**config.mk**
```make
export PLATFORM = sky130hd
export DESIGN_NAME = nec_ir_frame_decoder_top
export DESIGN_NICKNAME = d
export VERILOG_FILES = /design/src/rtl/core/nirfd_pkg.sv /design/src/rtl/core/nirfd_thresh.sv /design/src/rtl/core/nec_ir_frame_decoder_top.sv
export VERILOG_INCLUDE_DIRS = /design/src /design/src/rtl/core
export SDC_FILE = /design/constraint.sdc
export NUM_CORES = 1
export LEC_CHECK = 0
export ABC_AREA = 1
export BUFFER_PORTS_ARGS = -buffer_cell sky130_fd_sc_hd__buf_2
export CAP_MARGIN = 0
export CORE_MARGIN = 4
export CORE_UTILIZATION = 50
export DETAILED_ROUTE_END_ITERATION = 6
export GPL_ROUTABILITY_DRIVEN = 0
export PLACE_DENSITY = 0.79
export SYNTH_ARGS = -nofsm -noshare
export SYNTH_HDL_FRONTEND = slang
export SYNTH_SLANG_ARGS = --single-unit
```
**constraint.sdc**
```tcl
create_clock -name i_clk -period 3.9 [get_ports i_clk]
set_input_delay 0.195 -clock i_clk [delete_from_list [all_inputs] [get_ports i_clk]]
set_output_delay 0.195 -clock i_clk [all_outputs]
set_load 0.005 [all_outputs]
```
**src/rtl/core/nec_ir_frame_decoder_top_assert.svh**
```systemverilog
// Assertion macros for the NEC IR frame decoder.
// Expects i_clk and i_rst_n in the scope of use.
`ifndef NEC_IR_FRAME_DECODER_TOP_ASSERT_SVH
`define NEC_IR_FRAME_DECODER_TOP_ASSERT_SVH

// same-cycle implication, checked outside reset
`define NIRFD_ASSERT_NOW(lbl, ante, cons, msg) \
    lbl: assert property (@(posedge i_clk) disable iff (!i_rst_n) (ante) |-> (cons)) \
        else $error(msg);

// next-cycle implication, checked outside reset
`define NIRFD_ASSERT_NEXT(lbl, ante, cons, msg) \
    lbl: assert property (@(posedge i_clk) disable iff (!i_rst_n) (ante) |=> (cons)) \
        else $error(msg);

`endif

```
**src/rtl/core/nirfd_pkg.sv**
```systemverilog
// Shared types and constants for the NEC IR frame decoder.
// No dependencies.
package nirfd_pkg;

    localparam int DUR_W      = 24;   // duration field width
    localparam int UNIT_W     = 20;   // unit_duration register width
    localparam int SIZE_W     = 24;   // unit * 16 fits here
    localparam int FRAME_BITS = 32;
    localparam int UNIT_RESET = 560;

    // recogniser phases
    localparam logic [1:0] PH_IDLE   = 2'd0;
    localparam logic [1:0] PH_SSPACE = 2'd1;
    localparam logic [1:0] PH_BMARK  = 2'd2;
    localparam logic [1:0] PH_BSPACE = 2'd3;

    // threshold slots, one per pulse multiple
    localparam logic [1:0] M16 = 2'd0;
    localparam logic [1:0] M8  = 2'd1;
    localparam logic [1:0] M1  = 2'd2;
    localparam logic [1:0] M3  = 2'd3;

    typedef struct packed {
        logic                          busy;
        logic [3:0][SIZE_W:0]          hi;
        logic [3:0][SIZE_W-1:0]        lo;
    } t_thresh;

endpackage

```
**src/rtl/core/nirfd_thresh.sv**
```systemverilog
// Holds unit_duration and the match window bounds for each pulse multiple.
// Recomputes the bounds after a write, one multiple per cycle. Depends on nirfd_pkg.
module nirfd_thresh #(
    parameter int TOLERANCE_DIVISOR = 4
) (
    input  logic                        i_clk,
    input  logic                        i_rst_n,
    input  logic                        i_cfg_valid,
    input  logic [nirfd_pkg::UNIT_W-1:0] i_cfg_data,
    output logic                        o_cfg_ready,
    output nirfd_pkg::t_thresh          o_thr
);
    import nirfd_pkg::*;

    // size / TOLERANCE_DIVISOR as (size * RECIP) >> SH, exact for any size below 2**SIZE_W
    localparam int RL = $clog2(TOLERANCE_DIVISOR);
    localparam int SH = SIZE_W + RL;
    localparam int PW = SH + SIZE_W;
    localparam longint unsigned RECIP =
        ((64'd1 << SH) + 64'(TOLERANCE_DIVISOR) - 64'd1) / 64'(TOLERANCE_DIVISOR);

    localparam int S16 = UNIT_RESET * 16;
    localparam int S8  = UNIT_RESET * 8;
    localparam int S1  = UNIT_RESET;
    localparam int S3  = UNIT_RESET * 3;

    logic [UNIT_W-1:0]   r_unit;
    logic                r_busy;
    logic [1:0]          r_sel;
    logic [3:0][SIZE_W:0]   r_hi;
    logic [3:0][SIZE_W-1:0] r_lo;

    logic [SIZE_W-1:0]   w_size;
    logic [PW-1:0]       w_prod;
    logic [SIZE_W-1:0]   w_dev;
    logic                w_wr;

    assign w_wr = i_cfg_valid && o_cfg_ready;

    always_comb begin
        case (r_sel)
            M16:     w_size = {r_unit, 4'b0};
            M8:      w_size = {1'b0, r_unit, 3'b0};
            M1:      w_size = SIZE_W'(r_unit);
            M3:      w_size = SIZE_W'(r_unit) + SIZE_W'({r_unit, 1'b0});
            default: w_size = '0;
        endcase
    end

    always_comb begin
        w_prod = PW'(w_size) * PW'(RECIP);
        w_dev  = w_prod[PW-1:SH];
    end

    always_ff @(posedge i_clk) begin
        if (!i_rst_n) begin
            r_unit <= UNIT_W'(UNIT_RESET);
            r_busy <= 1'b0;
            r_sel  <= M16;
            r_lo[M16] <= SIZE_W'(S16 - S16 / TOLERANCE_DIVISOR);
            r_hi[M16] <= (SIZE_W + 1)'(S16 + S16 / TOLERANCE_DIVISOR);
            r_lo[M8]  <= SIZE_W'(S8 - S8 / TOLERANCE_DIVISOR);
            r_hi[M8]  <= (SIZE_W + 1)'(S8 + S8 / TOLERANCE_DIVISOR);
            r_lo[M1]  <= SIZE_W'(S1 - S1 / TOLERANCE_DIVISOR);
            r_hi[M1]  <= (SIZE_W + 1)'(S1 + S1 / TOLERANCE_DIVISOR);
            r_lo[M3]  <= SIZE_W'(S3 - S3 / TOLERANCE_DIVISOR);
            r_hi[M3]  <= (SIZE_W + 1)'(S3 + S3 / TOLERANCE_DIVISOR);
        end else if (w_wr) begin
            r_unit <= i_cfg_data;
            r_busy <= 1'b1;
            r_sel  <= M16;
        end else if (r_busy) begin
            r_lo[r_sel] <= w_size - w_dev;
            r_hi[r_sel] <= {1'b0, w_size} + {1'b0, w_dev};
            r_sel       <= r_sel + 2'd1;
            if (r_sel == M3) begin
                r_busy <= 1'b0;
            end
        end
    end

    assign o_cfg_ready = !r_busy;
    assign o_thr.busy  = r_busy;
    assign o_thr.hi    = r_hi;
    assign o_thr.lo    = r_lo;

endmodule

```
**src/rtl/core/nec_ir_frame_decoder_top.sv**
```systemverilog
// NEC IR frame decoder: mark/space durations in, decoded frames out.
// The closing mark passes the input register, then the result register, to the output.
// Throughput: one item per cycle; stalls if a result waits unaccepted or bounds recompute.
// Synchronous active-low reset loads unit_duration 560 and its bounds at once.
// A config write recomputes the bounds, one multiple per cycle, holding off input until done.
// Depends on nirfd_pkg, nirfd_thresh and the assertion macro header.
module nec_ir_frame_decoder_top #(
    parameter int DURATION_BITS     = 24,
    parameter int TOLERANCE_DIVISOR = 4
) (
    input  logic                         i_clk,
    input  logic                         i_rst_n,
    input  logic                         i_cfg_valid,
    input  logic [nirfd_pkg::UNIT_W-1:0] i_cfg_data,   // unit_duration
    output logic                         o_cfg_ready,
    input  logic                         s_axis_tvalid,
    output logic                         s_axis_tready,
    input  logic [nirfd_pkg::DUR_W-1:0]  s_axis_tdata,  // [23:0] duration
    input  logic [0:0]                   s_axis_tuser,  // [0] is_mark
    output logic                         m_axis_tvalid,
    input  logic                         m_axis_tready,
    output logic [47:0]                  m_axis_tdata   // [15:0] ir_code, [47:16] raw_code
);
    import nirfd_pkg::*;

    `include "nec_ir_frame_decoder_top_assert.svh"

    localparam int DW = (DURATION_BITS < DUR_W) ? DURATION_BITS : DUR_W;

    t_thresh            w_thr;

    logic               r_in_valid;
    logic               r_in_mark;
    logic [DUR_W-1:0]   r_in_dur;

    logic [1:0]         r_phase, n_phase;
    logic [31:0]        r_shift, n_shift;
    logic [5:0]         r_count, n_count;

    logic               r_out_valid;
    logic [15:0]        r_ir_code;
    logic [31:0]        r_raw_code;

    logic               w_in_xfer;
    logic               w_proc;
    logic               w_emit;
    logic [3:0]         w_hit;
    logic [1:0]         w_restart;

    nirfd_thresh #(
        .TOLERANCE_DIVISOR(TOLERANCE_DIVISOR)
    ) u_thresh (
        .i_clk      (i_clk),
        .i_rst_n    (i_rst_n),
        .i_cfg_valid(i_cfg_valid),
        .i_cfg_data (i_cfg_data),
        .o_cfg_ready(o_cfg_ready),
        .o_thr      (w_thr)
    );

    // item in the input register moves on when the result slot will be free
    assign w_proc        = r_in_valid && (!r_out_valid || m_axis_tready);
    assign s_axis_tready = !w_thr.busy && (!r_in_valid || w_proc);
    assign w_in_xfer     = s_axis_tvalid && s_axis_tready;

    always_comb begin
        for (int k = 0; k < 4; k++) begin
            w_hit[k] = (r_in_dur >= w_thr.lo[k]) && ({1'b0, r_in_dur} <= w_thr.hi[k]);
        end
    end

    // a failed item is retried as a start mark
    assign w_restart = (r_in_mark && w_hit[M16]) ? PH_SSPACE : PH_IDLE;

    always_comb begin
        n_phase = r_phase;
        n_shift = r_shift;
        n_count = r_count;
        w_emit  = 1'b0;
        case (r_phase)
            PH_IDLE: begin
                n_phase = w_restart;
            end
            PH_SSPACE: begin
                if (!r_in_mark && w_hit[M8]) begin
                    n_phase = PH_BMARK;
                    n_shift = '0;
                    n_count = '0;
                end else begin
                    n_phase = w_restart;
                end
            end
            PH_BMARK: begin
                if (r_in_mark && w_hit[M1]) begin
                    if (r_count >= 6'(FRAME_BITS)) begin
                        w_emit  = 1'b1;
                        n_phase = PH_IDLE;
                    end else begin
                        n_phase = PH_BSPACE;
                    end
                end else begin
                    n_phase = w_restart;
                end
            end
            PH_BSPACE: begin
                if (!r_in_mark && w_hit[M1]) begin
                    n_shift = {1'b0, r_shift[31:1]};
                    n_count = r_count + 6'd1;
                    n_phase = PH_BMARK;
                end else if (!r_in_mark && w_hit[M3]) begin
                    n_shift = {1'b1, r_shift[31:1]};
                    n_count = r_count + 6'd1;
                    n_phase = PH_BMARK;
                end else begin
                    n_phase = w_restart;
                end
            end
            default: begin
                n_phase = PH_IDLE;
            end
        endcase
    end

    always_ff @(posedge i_clk) begin
        if (!i_rst_n) begin
            r_in_valid  <= 1'b0;
            r_phase     <= PH_IDLE;
            r_shift     <= '0;
            r_count     <= '0;
            r_out_valid <= 1'b0;
        end else begin
            if (w_in_xfer) begin
                r_in_valid <= 1'b1;
            end else if (w_proc) begin
                r_in_valid <= 1'b0;
            end
            if (w_proc) begin
                r_phase <= n_phase;
                r_shift <= n_shift;
                r_count <= n_count;
            end
            if (w_proc && w_emit) begin
                r_out_valid <= 1'b1;
            end else if (m_axis_tready) begin
                r_out_valid <= 1'b0;
            end
        end
    end

    // payload registers
    always_ff @(posedge i_clk) begin
        if (w_in_xfer) begin
            r_in_mark <= s_axis_tuser[0];
            r_in_dur  <= DUR_W'(s_axis_tdata[DW-1:0]);
        end
        if (w_proc && w_emit) begin
            r_ir_code  <= {r_shift[7:0], r_shift[23:16]};
            r_raw_code <= {r_shift[7:0], ~r_shift[15:8], r_shift[23:16], ~r_shift[31:24]};
        end
    end

    assign m_axis_tvalid = r_out_valid;
    assign m_axis_tdata  = {r_raw_code, r_ir_code};

    `NIRFD_ASSERT_NOW(a_busy_blocks_input, w_thr.busy, !s_axis_tready, "input taken during recompute")
    `NIRFD_ASSERT_NOW(a_count_in_space, r_phase == PH_BSPACE, r_count < 6'(FRAME_BITS), "bit count overrun")
    `NIRFD_ASSERT_NEXT(a_cfg_starts_recompute, i_cfg_valid && o_cfg_ready, w_thr.busy, "no recompute after write")
    `NIRFD_ASSERT_NEXT(a_emit_fills_output, w_proc && w_emit, r_out_valid && r_phase == PH_IDLE, "result lost")

endmodule
```
* Yosys cells after proc, flatten, opt, wreduce, memory -nomap -nowiden
Index checks and enable logic that the tools add are counted.
** Operators by class
- $lt $le $gt $ge :: 11
- Divide/modulo/power cells :: 0
- Add/subtract/negate cells :: 5
- Reduce and logical (&&, ||, !) cells :: 29
- Mux-type cells :: 32
- Shift-type cells :: 0
- Equal/unequal tests :: 8
- Multipliers :: 0
- Bitwise logic cells :: 4
** Operators by type and width (number)
- $bwmux W100 :: 1
- $le A24 B25 Y1 :: 4
- $bwmux W96 :: 1
- $ge A24 B24 Y1 :: 4
- $mux W32 :: 3
- $pmux W24 S4 :: 1
- $pmux W32 S2 :: 1
- $demux W25 S2 :: 1
- $demux W24 S2 :: 1
- $add A24 B22 Y25 :: 1
- $mux W25 :: 1
- $mux W24 :: 1
- $sub A24 B22 Y24 :: 1
- $add A20 B21 Y22 :: 1
- $mux W6 :: 3
- $not A8 Y8 :: 2
- $logic_and A1 B1 Y1 :: 15
- $pmux W6 S2 :: 1
- $mux W1 :: 11
- $mux W2 :: 5
- $eq A2 B2 Y1 const B :: 4
- $pmux W2 S4 :: 1
- $add A6 B1 Y6 const B :: 1
- $ge A6 B6 Y1 const B :: 1
- other kinds (14) :: 23
** Word-level totals
- Memory bits (read-only) :: 0
- Input port bits :: 50
- Latch bits :: 0
- Register bits after elaboration :: 334
- Word-level logic and storage cells :: 109
- Memories :: 0
- Output and inout bits :: 51
- Bits in writable memories :: 0

* Depth between registers and ports, before layout
Gate-level depths: netlist of the first run.
- Depth in word-level cells :: 7
- Depth in mapped cells :: 27
- Depth with buffers taken out :: 26

* By module
From an unflattened synthesis of the first run, not the netlist that was laid out.
** Unflattened totals
- Cell total of the unflattened synthesis :: 3365
- Area total of the unflattened synthesis :: 22315.2 sq um
** By module, submodules not included
- nirfd_thresh :: instances 1, sequential area each 4304.1 sq um, area an instance 13182.6 sq um, cells each 2114
- nec_ir_frame_decoder_top :: instances 1, sequential area each 2552.4 sq um, area an instance 9132.5 sq um, cells each 1251

* Worst setup path before layout of the first run
OpenSTA, ideal clock, no wires.
- Path kind :: register -> register
- Start :: register u_thresh.r_unit[1]
- End :: register u_thresh.r_lo, in the netlist u_thresh.o_thr[45]
- Clock period less this slack :: 3.559 ns
- Data required time :: 3.791 ns
- Arrival :: 3.450 ns
- Library setup time :: 0.109 ns
- Slack :: 0.341 ns
- Stages on the path, launching flop included :: 22
- Path buffers :: 1
- Cells stage by stage :: dfxtp_1 ha_1 inv_1 fa_1 o31ai_1 a31oi_1 xor2_1 o21ai_0 o21ai_0 inv_1 ha_1 buf_4 nor2_1 nand3_1 nor3_1 nand3_1 nand3_1 a21o_1 or2_1 nand3_1 nand2_1 inv_1
** On the way
- Longest elaborated chain between the ends :: 4
** RTL lines
- start: declaration :: RTL line nirfd_thresh.sv:27 : logic [UNIT_W-1:0] r_unit;
- start signal: assignment :: RTL line nirfd_thresh.sv:57 : r_unit <= UNIT_W'(UNIT_RESET);
- start signal: assignment :: RTL line nirfd_thresh.sv:69 : r_unit <= i_cfg_data;
- $add A20 B21 Y22 :: RTL line nirfd_thresh.sv:45 : M3: w_size = SIZE_W'(r_unit) + SIZE_W'({r_unit, 1'b0});
- $pmux W24 S4 (*) :: RTL line nirfd_thresh.sv:41 : case (r_sel)
- $sub A24 B22 Y24 (*) :: RTL line nirfd_thresh.sv:73 : r_lo[r_sel] <= w_size - w_dev;
- $bwmux W96 (*) :: RTL line nirfd_thresh.sv:73
- end signal: indexed assignment :: RTL line nirfd_thresh.sv:60 : r_lo[M16] <= SIZE_W'(S16 - S16 / TOLERANCE_DIVISOR);
- end signal: indexed assignment :: RTL line nirfd_thresh.sv:62 : r_lo[M8] <= SIZE_W'(S8 - S8 / TOLERANCE_DIVISOR);
- end signal: indexed assignment :: RTL line nirfd_thresh.sv:73
- end: declaration :: RTL line nirfd_thresh.sv:31 : logic [3:0][SIZE_W-1:0] r_lo;
Mark *: on every way between the ends. The rest lies on a longest branch, timed or not.
A chain may end at the register's enable or synchronous reset.

* Worst setup path in the final report of the first run
- Start :: register u_thresh.r_unit[13]
- End :: register u_thresh.r_hi, in the netlist u_thresh.o_thr[113]
** On the way
- Longest elaborated chain between the ends :: 4
** RTL lines
- $add A20 B21 Y22 :: RTL line nirfd_thresh.sv:45
- $pmux W24 S4 (*) :: RTL line nirfd_thresh.sv:41
- $add A24 B22 Y25 (*) :: RTL line nirfd_thresh.sv:74 : r_hi[r_sel] <= {1'b0, w_size} + {1'b0, w_dev};
- $bwmux W100 (*) :: RTL line nirfd_thresh.sv:74
- end signal: indexed assignment :: RTL line nirfd_thresh.sv:61 : r_hi[M16] <= (SIZE_W + 1)'(S16 + S16 / TOLERANCE_DIVISOR);
- end signal: indexed assignment :: RTL line nirfd_thresh.sv:63 : r_hi[M8] <= (SIZE_W + 1)'(S8 + S8 / TOLERANCE_DIVISOR);
- end signal: indexed assignment :: RTL line nirfd_thresh.sv:74
- end: declaration :: RTL line nirfd_thresh.sv:30 : logic [3:0][SIZE_W:0] r_hi;
Marked as above.

==> results.yml, run 1 <==
finish:
  fin_nets: 3363
  drive_gt1_frac: 0.174
  layout_common_cells: "inv_1 (486), nand2_1 (443), dfxtp_1 (239)"
  final_common_cell: "inv_1"
  area_growth_pct: 21.8
  fin_cells: 3609
  post-route-util: 0.615
  diodes: 0
place:
  dp.cells: 3478
  dp_hpwl_um: 44500
  portBuffers: 100
route:
  top_layer_used: "met4"
  m1WireLength_um: 25000
  wirelength_um: 62800
  drtIter0Drc: 2058
  ant_nets: 0
  drc: 0
  num_vias: 20600
  first_pass_iters: 6
  avgViaCountPerCell: 5.70
  routed-wl-met2_um: 28900
  wl_met3_um: 5230
  wl_per_cell_um: 17.4
clock_tree:
  cts_tree: "yes"
  clk_pin_slew_ps: 60
  clk_root_buffer_cell: "clkbuf_16"
  clock_latency_ps: 580
  cts_made_buffers: 38
  clockBufferDepth: 3
  h-tree-depth: 2
  clkSinkCount: 314
floorplanning:
  die_h_um: 211
  die_area_mm2: 0.0444
  rows: 74
  die_width_um: 211
  io_pins: 101
  core_area_mm2: 0.0407
  start_util: 0.505
yosys:
  synth_ff_type: "dfxtp_1"
  syn_nets: 3133
  synth_area_per_cell_um2: 7.30
  yosysTopAreaCell: "dfxtp_1"
  synth_cells: 2817
  synthesis.area_mm2: 0.0206
  synth-compound-area-share: 0.177
  synth-simple-area-share: 0.195
  synth_top_family_by_area: "simple AND/OR/NAND/NOR gates"
  synth_xor_area_frac: 0.0124
  synthMuxAreaShare: 0
  ys_ff_latch: 314
  seq_area_frac_synth: 0.334
  synth.distinct_cells: 49
  yosysTopAreaCellShare: 0.250
  synthTopCellsByArea: "dfxtp_1 (25%), ha_1 (16%), inv_1 (9.1%)"
  synth-adder-area-share: 0.163
  synth-async-reset-ratio: 0
  ys_warn_count: 0
  synth_edf_count: 57
worst_hold_path:
  hp-start: "m_axis_tready"
  hp-class: "primary input to flop"
power_and_ir_drop:
  max-vdd-ir-drop_mv: 0.333
  p_leak_nw: 11.8
  finalPower_mw: 10.7
  p_per_area_mw_per_mm2: 426
critical_path:
  max_stage_delay_ps: 420
  timing.rr.start: "u_thresh.r_unit[13]"
  critPathTopFamily: "simple AND/OR/NAND/NOR gates"
  start_kind: "flop"
  crit_start: "u_thresh.r_unit[13]"
  cp_cell_sequence: "ha_4 -> a21oi_1 -> o21ai_0 -> a21oi_1 -> o21ai_2 -> or2_2 -> nand3_1 -> nand2_1 -> o21a_1 -> ha_4 -> nand2_1 -> nor2_1 -> inv_1 -> nor2_1 -> nand4_1 -> nand4_1 -> nand3_1 -> o211ai_1 -> inv_1"
  crit_slowest_cell: "dfxtp_2"
  arrival_ps: 4310
  critPathRequiredTime_ps: 4350
  path_buf_inv: 2
  crit_path_max_fanout: 7
  cp-end-kind: "flop"
  crit_type: "flop to flop"
timing:
  clock_skew_ps: 27.9
  rsz0062_at_grt: "true"
  relSlewSlack: 0.294
  fin_crit_sh: 0.992
  timing.final.hold_violations: 0
  max_clock_freq_ghz: 0.259
  period_needed_ps: 3870
  setup_viol: 0
  drv_slew: 0
  worst_pin_slew_ps: 1060
global_routing:
  grt_pass1_wl_um: 97700
  grt_max_degree: 80
  antenna_found_initial: 0
  overflow: 0
  grt_pass1_vias: 19600
  grt_use_total: 0.266
run_status:
  status: "finished, final reports clean"
job:
  cap_violations: 0
## sequential cells by signal, summed over array words and instances (netlist names)
| register | cells |
|---|---|
| u_thresh.o_thr | 192 |
| r_shift | 32 |
| r_in_dur | 24 |
| u_thresh.r_unit | 20 |
| r_ir_code | 16 |
| r_raw_code | 16 |
| r_count | 6 |
| r_phase | 2 |
| u_thresh.r_sel | 2 |
| m_axis_tvalid | 1 |
| r_in_mark | 1 |
| r_in_valid | 1 |
| u_thresh.r_busy | 1 |
## where the power goes
| group | switching, mW | internal (mW) |
|---|---|---|
| logic | 2.11 | 1.35 |
| clock network | 1.51 | 2.15 |
| registers | 0.121 | 3.43 |
| total | 3.74 | 6.93 |
## per-layer routing
metal / GRT usage / vias to the layer above
met1: 0.344 / 9530
met3: 0.0337 / 252
met2: 0.440 / 1000
met4: 0.135 / 0
li1: - / 9779
met5: 0 / -
## kinds of logic after synthesis
| logic type | count (synthesis) |
|---|---|
| and+or+nand+nor | 947 |
| adders and majority gates | 266 |
| buffers and inverters | 623 |
| DFF | 314 |
| AOI/OAI and AO/OA | 638 |
| xor gates and xnor gates | 29 |
## final cells by class
type                    count  area (um2)
clock buffers              49        1090
repair buffers            303        2150
inverters                 510        1920
flip-flops and latches    314        6900
multi-input cells        1880       12100
well taps                 532         666
fillers                  3402       15700
clock inverters            21         220
## per-stage QoR
step	hold WS (ps)	setup TNS, ps	worst slack (ps)	area [um2]
after floorplan	294	0	341	20600
after global placement	372	-513	-72.7	22300
after detailed placement	373	-4310	-192	22300
after CTS	70.0	-9.09	-9.09	24200
after global routing	133	-3620	-176	25000
final	79.8	0	31.6	25000
## Yosys cell counts (6+ instances only)
master,n
a21o_1,17
a21oi_1,256
a221oi_1,18
a22oi_1,6
a31oi_1,22
buf_2,13
buf_4,19
clkbuf_1,70
dfxtp_1,257
edfxtp_1,57
ha_1,263
inv_1,498
inv_2,10
nand2_1,466
nand3_1,172
nand4_1,34
nor2_1,211
nor3_1,23
nor4_1,10
o211ai_1,60
o21a_1,17
o21ai_0,190
o21ai_1,10
o21bai_1,8
o22ai_1,20
or2_2,8
xor2_1,24
## worst register-to-register path: stages (launching register included)
cell      delay, ps
dfxtp_2         420
ha_4            250
a21oi_1         190
o21ai_0         170
a21oi_1         190
o21ai_2         100
or2_2           270
nand3_1          70
nand2_1          60
o21a_1          200
ha_4            360
nand2_1         110
nor2_1          170
inv_1           120
nor2_1          260
nand4_1         230
nand4_1         270
nand3_1         110
o211ai_1        130
inv_1            60
## path summary, 6_finish.rpt
kind,end,slack [ps],cells after the start
worst max-delay path,u_thresh.o_thr[113],30,19
worst min-delay path,m_axis_tvalid,80,6
worst max register to register,u_thresh.o_thr[113],30,19
worst min register to register,r_ir_code[3],430,0
## what timing repair did
action,4_1_cts,5_1_grt
gates resized for setup,38,198
setup endpoints to repair,81,144
pin swaps,2,48
setup buffers,2,14
hold buffers,45,0
hold endpoints to repair,45,0
Note: power is estimated with default switching activity, not from simulation.
==> run 2: changes to the inputs <==
--- a/config.mk
+++ b/config.mk
@@ -6,7 +6,7 @@
 export SDC_FILE = /design/constraint.sdc
 export NUM_CORES = 1
 export LEC_CHECK = 0
-export ABC_AREA = 1
+export ABC_CLOCK_PERIOD_IN_PS = 3900
 export BUFFER_PORTS_ARGS = -buffer_cell sky130_fd_sc_hd__buf_2
 export CAP_MARGIN = 0
 export CORE_MARGIN = 4
==> run 2 against run 1 <==
The run now ends with negative setup slack left. Final cell count is 14% lower. Sequential share of layout area is 0.59 points lower. Sequential power hardly changed. Worst hold slack worse by 44 ps. Register-to-register slack worse by 1000 ps. Synthesized area is 6.1% lower. Critical path type unchanged. Largest cell class unchanged.
==> results.yml, run 2 <==
run_status:
  status: "complete, but fails checks"
  violations: "negative setup slack"
route:
  avgViaCountPerCell: 6.15
  first_pass_iters: 6
  num_vias: 19200
  drc: 0
  drtIter0Drc: 1864
  wl_per_cell_um: 21.1
  wirelength_um: 65800
  ant_nets: 0
critical_path:
  cp-end-kind: "flop"
  critPathRequiredTime_ps: 4260
  crit_path_max_fanout: 4
  crit_type: "flop to flop"
  arrival_ps: 5260
  start_kind: "flop"
yosys:
  synth_edf_count: 57
  synth_commonest_cells: "inv_1 (264), ha_1 (263), dfxtp_1 (257)"
  synth_area_per_cell_um2: 8.59
  yosysTopAreaCell: "dfxtp_1"
  yosysTopAreaCellShare: 0.267
  synthesis.area_mm2: 0.0193
  synth_cells: 2246
  synth.distinct_cells: 81
  synthTopCellsByArea: "dfxtp_1 (27%), ha_1 (17%), edfxtp_1 (8.9%)"
  yosysMostFrequentCell: "inv_1"
  syn_nets: 2562
  synth_ff_type: "dfxtp_1"
  seq_area_frac_synth: 0.355
  synth-async-reset-ratio: 0
  ys_warn_count: 0
  ys_ff_latch: 314
timing:
  timing.final.hold_violations: 0
  relSlewSlack: 0.141
  max_clock_freq_ghz: 0.204
  period_needed_ps: 4890
  drv_slew: 0
  clock_skew_ps: 14.5
  rsz0062_at_grt: "true"
  worst_pin_slew_ps: 1290
  fin_crit_sh: 1.25
  fin_hold_ws_ps: 36.0
  timing.final.ws_setup_ps: -993
  setup_viol: 139
clock_tree:
  clockBufferDepth: 3
  clk_pin_slew_ps: 60
  h-tree-depth: 2
  clk_root_buffer_cell: "clkbuf_16"
  clock_latency_ps: 540
  clkSinkCount: 314
  cts_made_buffers: 34
  cts_tree: "yes"
floorplanning:
  die_width_um: 204
  start_util: 0.510
  die_h_um: 204
  die_area_mm2: 0.0418
  rows: 71
  core_area_mm2: 0.0378
  io_pins: 101
place:
  dp_hpwl_um: 40400
  portBuffers: 100
  dp.cells: 2953
  dpl_worst_slack_ps: -723
job:
  cap_violations: 0
finish:
  area_growth_pct: 32.0
  seq_area_mm2: 0.00687
  fillers: 2623
  final_common_cell: "inv_1"
  multiInputGateArea_mm2: 0.0126
  layout_common_cells: "inv_1 (259), dfxtp_1 (254), ha_1 (245)"
  largest_reg_flops: 192
  fin_cells: 3120
  fin_nets: 2899
  drive_gt1_frac: 0.271
  diodes: 0
global_routing:
  grt_pass1_wl_um: 95600
  grt_pass1_vias: 18600
  overflow: 0
  grt_use_total: 0.279
  grt_max_degree: 112
  antenna_found_initial: 0
worst_hold_path:
  hp-class: "primary input to flop"
power_and_ir_drop:
  p_leak_nw: 10.8
  max-vdd-ir-drop_mv: 0.362
  p_per_area_mw_per_mm2: 412
## run 2: cell types whose count changed in the layout (fill, tap and decap cells not counted), moves of 19 or more
| cell | delta |
|---|---|
| inv_1 | -227 |
| o21ai_0 | -84 |
| a21oi_1 | -91 |
| nand2_1 | -246 |
| buf_4 | +71 |
| a211oi_2 | +25 |
| nor2_1 | -80 |
| a211oi_1 | +30 |
| o211ai_1 | -19 |
| nand3_1 | -105 |
| nand2_2 | -20 |
| buf_6 | +44 |
| mux2i_1 | +34 |
## run 2: critical path: stages (launching register included)
cell and delay, ps:
dfxtp_4 360, buf_6 120, ha_4 240, a211oi_4 330
o21bai_1 170, a21oi_2 220, o21bai_2 100, a21oi_2 140
xnor2_1 120, nand2_1 80, a22oi_2 230, ha_1 300
or4_4 590, nor4_4 240, nand2b_1 210, buf_6 180
a21oi_2 130, o21bai_2 120, a211oi_2 330, xor2_1 230
buf_4 220, o22ai_1 80
## run 2: where the power goes
part | switching, mW | internal [mW] | leakage, nW
clock network | 1.41 | 1.90 | 0.565
registers | 0.119 | 3.41 | 2.60
logic | 2.02 | 1.64 | 7.61
total | 3.55 | 6.96 | 10.8
## run 2: final cells by class
class,count,share of cell area
Multi-Input combinational cell,1544,0.493
Sequential cell,314,0.270
Timing Repair Buffer,423,0.128
Inverter,266,0.0393
Clock buffer,44,0.0377
Tap cell,511,0.0251
Clock inverter,18,0.00712
## run 2: repair_timing
action | 4_1_cts | 5_1_grt
cloned | 0 | 0
endpoints found under the setup margin | 135 | 144
hold endpoints to repair | 47 | 0
pin swaps | 96 | 99
setup buffers | 39 | 35
gates resized for setup | 182 | 181
hold buffers | 46 | 0
## run 2: final timing paths
check                                   startpoint                  to  slack, ps  cells after the start
worst max-delay path            u_thresh.r_unit[1]  u_thresh.o_thr[88]       -990                     21
worst min-delay path                 m_axis_tready       m_axis_tvalid         40                      3
worst max register to register  u_thresh.r_unit[1]  u_thresh.o_thr[88]       -990                     21
worst min register to register          r_shift[0]        r_ir_code[8]        450                      0
## run 2: logic make-up after synthesis
| logic type | share of synthesized area |
|---|---|
| muxes | 0.0241 |
| DFF | 0.355 |
| and+or+nand+nor | 0.137 |
| AOI/OAI and AO/OA | 0.206 |
| xor gates and xnor gates | 0.0240 |
| buffers and inverters | 0.0807 |
| adders and majority gates | 0.174 |
## run 2: through the flow
| step | util | instance area [um2] | power, mW | TNS, ps |
|---|---|---|---|---|
| 3_3_place_gp | 0.574 | 21700 | 5.97 | -36580 |
| 3_5_place_dp | 0.574 | 21700 | 6.06 | -55910 |
| 2_1_floorplan | - | 19500 | 4.96 | -9820 |
| 5_1_grt | 0.673 | 25500 | 10.8 | -98580 |
| 6_report | 0.673 | 25500 | 10.5 | -78700 |
| 4_1_cts | 0.646 | 24500 | 9.80 | -34280 |
## run 2: layer usage
layer	wire, um	GRT usage
met1	24700	0.349
met2	31000	0.469
met3	5660	0.0476
met4	4450	0.132
met5	0	0
